==> src/rtl/idsm_pkg.sv <==
// Shared types, event codes and timeout tables for the idle dim/sleep manager.
package idsm_pkg;

  localparam int unsigned MODE_W  = 3;
  localparam int unsigned TIME_W  = 32;
  localparam int unsigned STEP_W  = 4;
  localparam int unsigned LEVEL_W = 8;
  localparam int unsigned DIM_W   = 9;
  localparam int unsigned SLEEP_W = 10;
  localparam int unsigned CHOICE_W = 3;
  localparam int unsigned TABLE_DEPTH = 8;
  localparam int unsigned CFG_ADDR_W = 1;

  localparam int unsigned IN_TDATA_W  = 40;
  localparam int unsigned OUT_TDATA_W = 72;

  localparam logic [MODE_W-1:0] MODE_TICK       = 3'd0;
  localparam logic [MODE_W-1:0] MODE_ACTIVITY   = 3'd1;
  localparam logic [MODE_W-1:0] MODE_STEP_DIM   = 3'd2;
  localparam logic [MODE_W-1:0] MODE_STEP_SLEEP = 3'd3;
  localparam logic [MODE_W-1:0] MODE_TOGGLE     = 3'd4;

  localparam logic [CFG_ADDR_W-1:0] REG_ACTIVE_BRIGHTNESS = 1'd0;
  localparam logic [CFG_ADDR_W-1:0] REG_DIM_BRIGHTNESS    = 1'd1;

  localparam logic [LEVEL_W-1:0] ACTIVE_BRIGHTNESS_RST = 8'd200;
  localparam logic [LEVEL_W-1:0] DIM_BRIGHTNESS_RST    = 8'd24;

  localparam logic [CHOICE_W-1:0] DIM_CHOICE_RST   = 3'd2;
  localparam logic [CHOICE_W-1:0] SLEEP_CHOICE_RST = 3'd3;

  // tail entries repeat the last option
  localparam logic [DIM_W-1:0] DIM_TABLE [TABLE_DEPTH] = '{
    9'd15, 9'd30, 9'd60, 9'd120, 9'd300, 9'd300, 9'd300, 9'd300
  };
  localparam logic [SLEEP_W-1:0] SLEEP_TABLE [TABLE_DEPTH] = '{
    10'd0, 10'd60, 10'd120, 10'd300, 10'd600, 10'd900, 10'd900, 10'd900
  };

  typedef struct packed {
    logic [MODE_W-1:0]        mode;
    logic [TIME_W-1:0]        now_ms;
    logic signed [STEP_W-1:0] step;
  } idsm_item_t;

  typedef struct packed {
    logic [TIME_W-1:0]   last_act;
    logic                act_valid;
    logic                dim_flag;
    logic                sleep_flag;
    logic                run_en;
    logic [CHOICE_W-1:0] dim_choice;
    logic [CHOICE_W-1:0] sleep_choice;
  } idsm_state_t;

  typedef struct packed {
    logic                deep_sleep_request;
    logic [TIME_W-1:0]   idle_ms;
    logic [SLEEP_W-1:0]  sleep_after_s;
    logic [DIM_W-1:0]    dim_after_s;
    logic                enabled;
    logic                sleeping;
    logic                dimmed;
    logic [LEVEL_W-1:0]  brightness_level;
    logic                brightness_write;
    logic                changed;
  } idsm_result_t;

endpackage

==> src/rtl/idsm_wrap.sv <==
// Steps a table choice by a signed offset, wrapping round the option count.
module idsm_wrap import idsm_pkg::*; #(
  parameter int unsigned COUNT = 5
) (
  input  logic [CHOICE_W-1:0]       cur,
  input  logic signed [STEP_W-1:0]  delta,
  output logic [CHOICE_W-1:0]       nxt
);

  localparam int unsigned SUM_W = STEP_W + 1;
  localparam int unsigned LUT_DEPTH = 1 << SUM_W;

  logic [CHOICE_W-1:0] wrap_lut [LUT_DEPTH];
  logic [SUM_W-1:0]    sum_off;

  // index is cur + delta + 8, so the lut covers offsets -8 to +23
  for (genvar g = 0; g < LUT_DEPTH; g++) begin : g_lut
    localparam int unsigned WRAPPED = (g + 8 * COUNT - 8) % COUNT;
    assign wrap_lut[g] = CHOICE_W'(WRAPPED);
  end

  assign sum_off = SUM_W'(cur) + {delta[STEP_W-1], delta} + SUM_W'(8);
  assign nxt     = wrap_lut[sum_off];

endmodule

==> src/rtl/idsm_eval.sv <==
// Next-state and result logic for one event of the idle manager.
module idsm_eval import idsm_pkg::*; #(
  parameter int unsigned DIM_OPTION_COUNT   = 5,
  parameter int unsigned SLEEP_OPTION_COUNT = 6,
  parameter int unsigned MS_PER_SECOND      = 1000
) (
  input  idsm_item_t          item,
  input  idsm_state_t         cur,
  input  logic [LEVEL_W-1:0]  active_level,
  input  logic [LEVEL_W-1:0]  dim_level,
  output idsm_state_t         nxt,
  output idsm_result_t        res
);

  localparam int unsigned THR_W = SLEEP_W + $clog2(MS_PER_SECOND + 1);
  localparam int unsigned CMP_W = (THR_W > TIME_W) ? THR_W : TIME_W;

  logic [CMP_W-1:0]    dim_thr   [TABLE_DEPTH];
  logic [CMP_W-1:0]    sleep_thr [TABLE_DEPTH];
  logic [TIME_W-1:0]   tick_diff;
  logic [DIM_W-1:0]    dim_s_cur;
  logic [SLEEP_W-1:0]  sleep_s_cur;
  logic                want_sleep;
  logic                want_dim;
  logic [CHOICE_W-1:0] dim_stepped;
  logic [CHOICE_W-1:0] sleep_stepped;
  logic signed [STEP_W-1:0] sleep_delta;
  logic                push_sleep;

  // timeouts in ms, fixed at elaboration
  for (genvar g = 0; g < TABLE_DEPTH; g++) begin : g_thr
    localparam longint unsigned DIM_T   = longint'(DIM_TABLE[g]) * MS_PER_SECOND;
    localparam longint unsigned SLEEP_T = longint'(SLEEP_TABLE[g]) * MS_PER_SECOND;
    assign dim_thr[g]   = CMP_W'(DIM_T);
    assign sleep_thr[g] = CMP_W'(SLEEP_T);
  end

  assign dim_s_cur   = DIM_TABLE[cur.dim_choice];
  assign sleep_s_cur = SLEEP_TABLE[cur.sleep_choice];

  // first tick with nothing recorded counts from itself
  assign tick_diff  = item.now_ms - (cur.act_valid ? cur.last_act : item.now_ms);
  assign want_sleep = (sleep_s_cur != '0) &&
                      (CMP_W'(tick_diff) >= sleep_thr[cur.sleep_choice]);
  assign want_dim   = !want_sleep && (CMP_W'(tick_diff) >= dim_thr[cur.dim_choice]);

  assign sleep_delta = (item.mode == MODE_STEP_SLEEP) ? item.step : STEP_W'(1);
  assign push_sleep  = (sleep_s_cur != '0) &&
                       (SLEEP_W'(DIM_TABLE[dim_stepped]) >= sleep_s_cur);

  idsm_wrap #(.COUNT(DIM_OPTION_COUNT)) u_dim_wrap (
    .cur   (cur.dim_choice),
    .delta (item.step),
    .nxt   (dim_stepped)
  );

  idsm_wrap #(.COUNT(SLEEP_OPTION_COUNT)) u_sleep_wrap (
    .cur   (cur.sleep_choice),
    .delta (sleep_delta),
    .nxt   (sleep_stepped)
  );

  always_comb begin
    nxt = cur;
    res = '0;
    case (item.mode)
      MODE_TICK: begin
        if (!cur.act_valid) begin
          nxt.last_act  = item.now_ms;
          nxt.act_valid = 1'b1;
        end
        if (!cur.run_en) begin
          if (cur.dim_flag || cur.sleep_flag) begin
            nxt.dim_flag         = 1'b0;
            nxt.sleep_flag       = 1'b0;
            res.brightness_write = 1'b1;
            res.brightness_level = active_level;
            res.changed          = 1'b1;
          end
        end else if ((want_sleep != cur.sleep_flag) || (want_dim != cur.dim_flag)) begin
          nxt.sleep_flag       = want_sleep;
          nxt.dim_flag         = want_dim;
          res.brightness_write = 1'b1;
          res.brightness_level = want_sleep ? '0 : (want_dim ? dim_level : active_level);
          res.changed          = 1'b1;
        end
      end
      MODE_ACTIVITY: begin
        nxt.last_act  = item.now_ms;
        nxt.act_valid = 1'b1;
        if (cur.dim_flag || cur.sleep_flag) begin
          nxt.dim_flag         = 1'b0;
          nxt.sleep_flag       = 1'b0;
          res.brightness_write = 1'b1;
          res.brightness_level = active_level;
        end
      end
      MODE_STEP_DIM: begin
        nxt.dim_choice = dim_stepped;
        if (push_sleep) begin
          nxt.sleep_choice = sleep_stepped;
        end
      end
      MODE_STEP_SLEEP: begin
        nxt.sleep_choice = sleep_stepped;
      end
      MODE_TOGGLE: begin
        nxt.run_en = !cur.run_en;
        if (cur.run_en) begin
          nxt.dim_flag         = 1'b0;
          nxt.sleep_flag       = 1'b0;
          res.brightness_write = 1'b1;
          res.brightness_level = active_level;
        end
      end
      default: begin
      end
    endcase
    res.dimmed             = nxt.dim_flag;
    res.sleeping           = nxt.sleep_flag;
    res.enabled            = nxt.run_en;
    res.dim_after_s        = DIM_TABLE[nxt.dim_choice];
    res.sleep_after_s      = SLEEP_TABLE[nxt.sleep_choice];
    res.idle_ms            = nxt.act_valid ? (item.now_ms - nxt.last_act) : '0;
    res.deep_sleep_request = nxt.run_en && nxt.sleep_flag;
  end

endmodule

==> src/rtl/idle_dim_sleep_manager_core.sv <==
// Top level of the backlight idle manager: request registers, state and result register.
//
// Usage:
//   in_*  carries one event per request: in_tuser holds the event kind, in_tdata
//         the time in ms and a signed table step. Every request yields exactly
//         one result on out_*, in order.
//   out_* carries the brightness write, the dim/sleep/enable flags, both
//         timeouts in seconds, the idle time in ms and the deep-sleep request.
//   cfg_* writes the active (index 0) and dim (index 1) backlight levels;
//         write only while no request is in flight.
// Flow: an accepted request is held in the request register, evaluated
//   combinationally, and its result is registered in the result register.
// Throughput: one request per cycle while out_tready is high, set by the single
//   evaluation stage between the request register and the result register.
// Stall: while out_tready is low the result register holds; one more request
//   waits in the request register, after which in_tready drops.
// Reset: flags clear, management enabled, no activity recorded, timeouts at
//   60 s dim and 300 s sleep, levels at 200 and 24.
module idle_dim_sleep_manager_core import idsm_pkg::*; #(
  parameter int unsigned DIM_OPTION_COUNT   = 5,
  parameter int unsigned SLEEP_OPTION_COUNT = 6,
  parameter int unsigned MS_PER_SECOND      = 1000
) (
  input  logic                    clk,
  input  logic                    rst_n,
  input  logic                    in_tvalid,
  output logic                    in_tready,
  input  logic [IN_TDATA_W-1:0]   in_tdata,   // now_ms[31:0], step[35:32], zero pad
  input  logic [MODE_W-1:0]       in_tuser,   // mode[2:0]
  output logic                    out_tvalid,
  input  logic                    out_tready,
  // changed[0], brightness_write[1], brightness_level[9:2], dimmed[10],
  // sleeping[11], enabled[12], dim_after_s[21:13], sleep_after_s[31:22],
  // idle_ms[63:32], deep_sleep_request[64], zero pad
  output logic [OUT_TDATA_W-1:0]  out_tdata,
  input  logic                    cfg_we,
  input  logic [CFG_ADDR_W-1:0]   cfg_addr,
  input  logic [LEVEL_W-1:0]      cfg_wdata
);

  localparam logic [CHOICE_W-1:0] DIM_RST =
    (DIM_CHOICE_RST >= DIM_OPTION_COUNT) ? CHOICE_W'(DIM_OPTION_COUNT - 1) : DIM_CHOICE_RST;
  localparam logic [CHOICE_W-1:0] SLEEP_RST =
    (SLEEP_CHOICE_RST >= SLEEP_OPTION_COUNT) ?
      CHOICE_W'(SLEEP_OPTION_COUNT - 1) : SLEEP_CHOICE_RST;
  localparam int unsigned RES_W = $bits(idsm_result_t);

  idsm_item_t         item_r;
  logic               item_valid_r;
  logic               item_valid_nxt;
  idsm_state_t        state_r;
  idsm_state_t        state_nxt;
  idsm_result_t       res_r;
  idsm_result_t       res_nxt;
  logic               out_valid_r;
  logic               out_valid_nxt;
  logic [LEVEL_W-1:0] active_level_r;
  logic [LEVEL_W-1:0] dim_level_r;
  logic               in_fire;
  logic               advance;

  assign advance   = item_valid_r && (!out_valid_r || out_tready);
  assign in_tready = !item_valid_r || advance;
  assign in_fire   = in_tvalid && in_tready;

  assign out_tvalid = out_valid_r;
  assign out_tdata  = {{(OUT_TDATA_W - RES_W){1'b0}}, res_r};

  idsm_eval #(
    .DIM_OPTION_COUNT   (DIM_OPTION_COUNT),
    .SLEEP_OPTION_COUNT (SLEEP_OPTION_COUNT),
    .MS_PER_SECOND      (MS_PER_SECOND)
  ) u_eval (
    .item         (item_r),
    .cur          (state_r),
    .active_level (active_level_r),
    .dim_level    (dim_level_r),
    .nxt          (state_nxt),
    .res          (res_nxt)
  );

  always_comb begin
    item_valid_nxt = item_valid_r;
    if (in_fire) begin
      item_valid_nxt = 1'b1;
    end else if (advance) begin
      item_valid_nxt = 1'b0;
    end
    out_valid_nxt = out_valid_r;
    if (advance) begin
      out_valid_nxt = 1'b1;
    end else if (out_tready) begin
      out_valid_nxt = 1'b0;
    end
  end

  always_ff @(posedge clk) begin
    if (!rst_n) begin
      item_valid_r   <= 1'b0;
      out_valid_r    <= 1'b0;
      active_level_r <= ACTIVE_BRIGHTNESS_RST;
      dim_level_r    <= DIM_BRIGHTNESS_RST;
      state_r        <= '{
        last_act:     '0,
        act_valid:    1'b0,
        dim_flag:     1'b0,
        sleep_flag:   1'b0,
        run_en:       1'b1,
        dim_choice:   DIM_RST,
        sleep_choice: SLEEP_RST
      };
    end else begin
      item_valid_r <= item_valid_nxt;
      out_valid_r  <= out_valid_nxt;
      if (advance) begin
        state_r <= state_nxt;
      end
      if (cfg_we && (cfg_addr == REG_ACTIVE_BRIGHTNESS)) begin
        active_level_r <= cfg_wdata;
      end
      if (cfg_we && (cfg_addr == REG_DIM_BRIGHTNESS)) begin
        dim_level_r <= cfg_wdata;
      end
    end
  end

  always_ff @(posedge clk) begin
    if (in_fire) begin
      item_r.mode   <= in_tuser;
      item_r.now_ms <= in_tdata[TIME_W-1:0];
      item_r.step   <= in_tdata[TIME_W +: STEP_W];
    end
    if (advance) begin
      res_r <= res_nxt;
    end
  end

endmodule
==> config.mk <==
export PLATFORM = sky130hd
export DESIGN_NAME = idle_dim_sleep_manager_core
export DESIGN_NICKNAME = d
export VERILOG_FILES = /design/src/rtl/idsm_pkg.sv /design/src/rtl/idsm_wrap.sv /design/src/rtl/idsm_eval.sv /design/src/rtl/idle_dim_sleep_manager_core.sv
export SDC_FILE = /design/constraint.sdc
export NUM_CORES = 1
export LEC_CHECK = 0
export BUFFER_PORTS_ARGS = -buffer_cell sky130_fd_sc_hd__buf_2
export CAP_MARGIN = 40
export CORE_MARGIN = 5
export CORE_UTILIZATION = 60
export DETAILED_ROUTE_END_ITERATION = 6
export PLACE_DENSITY = 0.89
export SYNTH_ARGS = -nofsm -noshare
export SYNTH_HDL_FRONTEND = slang
export SYNTH_SLANG_ARGS = --single-unit
==> constraint.sdc <==
create_clock -name clk -period 10.3 [get_ports clk]
set_input_delay 0.515 -clock clk [delete_from_list [all_inputs] [get_ports clk]]
set_output_delay 0.515 -clock clk [all_outputs]
set_load 0.02 [all_outputs]
==> results.py <==
metrics = {
    "power_and_ir_drop": {
        "p_leak_nw": 5.60,
        "peakVddDrop_uv": 118,
        "seq_power_share_pct": 39.2,
        "internal_power_mw": 1.28,
        "p_sw_uw": 631,
        "p_sw_share_pct": 33.1,
        "pwr-share-comb_pct": 29.2,
        "p_per_area_nw_per_um2": 147,
        "clkPwrFrac_pct": 31.7,
    },
    "layout": {
        "syn2layout_area_growth_pct": 11.9,
        "diodes": 0,
        "drive_above_1_share_pct": 13.8,
        "final_net_count": 1521,
        "multi_input_area_um2": 7040,
        "seq_area_um2": 4210,
        "fillers": 1420,
    },
    "timing": {
        "slew_violations": 0,
        "skew_ns": 0.0148,
        "slew_headroom_pct": 36.9,
        "finalSetupViolations": 0,
        "whs_ns": 0.251,
        "grt_setup_unrepaired": "false",
        "finalHoldViolCount": 0,
        "post-route-min-period_ns": 5.55,
        "timing.final.crit_share_pct": 53.9,
        "tightest_slew_ns": 0.923,
        "fmax_mhz": 180,
        "setup_tns_ns": 0,
    },
    "synth": {
        "synth_top_area_cell": "edfxtp_1",
        "synth_adder_area_share_pct": 14.4,
        "yosysMostFrequentCell": "nand2_1",
        "yosys.area_share.simple_pct": 16.7,
        "synth_top_family_by_area": "compound AO/OA/AOI/OAI gates",
        "synthXorXnorAreaFrac_pct": 3.93,
        "synth_top_area_share_pct": 25.9,
        "syn_inst": 1231,
        "ys_top_cells_by_area": "edfxtp_1 26%, ha_1 14%, dfxtp_1 10%, mux2i_1 6.1%, nand2_1 5.1%",
        "synth_compound_area_share_pct": 18.7,
        "muxShareOfSynthArea_pct": 6.46,
        "synth-edff-count": 100,
        "ys_ff_latch": 160,
        "synthTopCellsByCount": "156 x nand2_1, 127 x ha_1, 100 x edfxtp_1",
        "synth_ff_type": "edfxtp_1",
        "netlist_area_um2": 11600,
        "synthDistinctLibCells": 78,
        "yosysSeqAreaShare_pct": 36.3,
        "synthArstFlopShare_pct": 0,
        "ys_warn_count": 0,
        "syn_avg_cell_area_um2": 9.41,
    },
    "clock_tree": {
        "cts_buffers": 17,
        "cts_buffer_depth": 2,
        "clk_pin_slew_worst_paths_ns": 0.07,
        "clock_latency_ns": 0.43,
        "cts_tree": "done",
        "cts_sinks": 160,
        "cts_max_level": 4,
        "ctsResizeCount": 0,
        "clockRootBuffer": "clkbuf_16",
        "cts_setup_buffers": 0,
        "ctsHoldBuffers": 0,
    },
    "job": {
        "max-cap-violations": 0,
    },
    "routing": {
        "vias": 9579,
        "postRouteWirelength_um": 26800,
        "dr.pass1.iters": 5,
        "drt-initial-drc-count": 676,
        "viasPerCell": 5.96,
        "drc": 0,
        "ant_nets": 0,
        "routedWlPerCell_um": 16.7,
    },
    "global_route": {
        "grt_overflow": 0,
        "grt_pass1_wl_um": 44900,
        "grt_max_degree": 54,
        "grt_usage_pct": 24.4,
        "antenna_found_initial": 0,
        "grt_pass1_vias": 9597,
    },
    "floorplanning": {
        "die_h_um": 149,
        "pin_count": 131,
        "rows": 50,
        "dieArea_um2": 22200,
        "start_util_pct": 61.5,
        "die_w_um": 149,
        "core_area_um2": 18800,
    },
    "worst_setup_path": {
        "crit_chain": "inv_1 > a21boi_0 > inv_1 > fa_1 > nand2b_1 > a211oi_1 > nand4bb_1 > and3_1 > o21a_1 > nor2_1 > xnor2_1 > ha_1 > nand4_1 > nor3_1 > nand2_1 > nor2_1 > a211oi_1 > nor2_1 > a211oi_1 > a211o_1 > a311o_1 > nor3b_4 > a32o_1",
        "crit_type": "flip-flop to flip-flop",
        "cp.required_ns": 10.60,
        "r2r_cells": 23,
        "ff2ff_setup_slack_ns": 4.75,
        "crit_path_start": "state_r[9]$_SDFFE_PN0P_",
        "critPathArrivalTime_ns": 5.85,
        "cp_slowest_cell": "dfxtp_2",
        "critPathMaxStageDelay_ns": 0.61,
        "cp-start-kind": "flip-flop",
        "r2r_start": "state_r[9]$_SDFFE_PN0P_",
        "worstSetupEndpointType": "flip-flop",
        "crit_fanout": 15,
        "timing.rr.end": "out_tdata[4]$_DFFE_PP_",
    },
    "place": {
        "io_buffers": 115,
        "routabilityCongestion": 0.926,
        "dp_hpwl_um": 19900,
    },
    "worst_hold_path": {
        "min_delay_path_depth": 1,
        "hold_start": "in_tuser[0]",
        "min_to": "item_r[36]$_DFFE_PP_",
        "worstHoldPathType": "input port to flip-flop",
    },
    "status": {
        "status": "completed",
    },
}
==> stage by stage <==
stage / cells / total power, mW / util, % / setup WS, ns / cell area (um2)
final: 1606 / 1.91 / 68.9 / 4.75 / 13000
after global routing: 1606 / 2.01 / 68.9 / 4.31 / 13000
after CTS: 1606 / 1.91 / 68.9 / 4.80 / 13000
after detailed placement: 1574 / 1.30 / 65.9 / 4.83 / 12400
after global placement: 1571 / 1.28 / 65.5 / 4.41 / 12300
after floorplan: 1240 / 1.18 / - / 5.07 / 11600
==> sequential cells by signal, indices dropped and copies added (netlist names) <==
name and cells:
active_level_r 8, out_tdata 61, item_r 39, out_tvalid 1, dim_level_r 8, item_valid_r 1
state_r 42
==> layout make-up <==
| cell class | count | area share [%] |
|---|---|---|
| multi-input cells | 989 | 54.3 |
| flip-flops and latches | 160 | 32.4 |
| repair buffers | 122 | 5.25 |
| clock buffers | 20 | 3.52 |
| well taps | 260 | 2.51 |
| inverters | 43 | 1.24 |
| clock inverters | 12 | 0.762 |
==> worst max path at each step <==
| stage | cells after the start | end |
|---|---|---|
| after floorplan | 19 | out_tdata[62]$_SDFFCE_PN0P_ |
| after global placement | 22 | out_tdata[5]$_DFFE_PP_ |
| after detailed placement | 22 | out_tdata[6]$_DFFE_PP_ |
| after CTS | 22 | out_tdata[9]$_DFFE_PP_ |
| after global routing | 22 | out_tdata[3]$_DFFE_PP_ |
| final | 23 | out_tdata[4]$_DFFE_PP_ |
==> cells in the final DEF, fill, tap and decap left out, drive strengths merged, types with 37 or more instances in the layout <==
| cell | netlist | routed |
|---|---|---|
| a21boi | 43 | 43 |
| ha | 127 | 127 |
| a21oi | 68 | 68 |
| inv | 43 | 50 |
| nor2 | 98 | 98 |
| dfxtp | 60 | 60 |
| nand2 | 156 | 156 |
| o21ai | 49 | 49 |
| edfxtp | 100 | 100 |
| mux2i | 71 | 71 |
| a21o | 37 | 37 |
| buf | 16 | 122 |
==> cells by family (layout without fill, tap and decap cells) <==
family / after synthesis / in the layout
muxes: 74 / 74
other: 2 / 11
DFF: 160 / 160
buffers and inverters: 91 / 197
and+or+nand+nor: 411 / 411
xor gates and xnor gates: 52 / 52
AOI/OAI and AO/OA: 310 / 310
adders and majority gates: 131 / 131
==> critical path: cells and delay by family (launching register included) <==
family / cells / cell delay [ns]
compound gates: 8 / 2.02
xor+xnor: 1 / 0.22
fa+ha+maj: 2 / 0.70
buf+inv: 2 / 0.31
flops: 1 / 0.61
simple gates: 10 / 1.55
==> power by group through the flow <==
stage | combinational (mW) | clock, mW | sequential [mW]
finish | 0.557 | 0.604 | 0.747
global placement | 0.516 | 0 | 0.761
floorplan | 0.404 | 0 | 0.772
detailed placement | 0.543 | 0 | 0.760
CTS | 0.553 | 0.611 | 0.747
global route | 0.621 | 0.641 | 0.750
==> per-layer routing <==
metal / routed length, um / part of all wire (%) / track usage, %
met5: 0 / 0 / 0
met4: 563 / 2.1 / 8.28
met3: 1470 / 5.5 / 4.16
met2: 13600 / 51 / 44.0
met1: 11100 / 42 / 29.6
No activity file was read; power rests on OpenSTA's default activity.
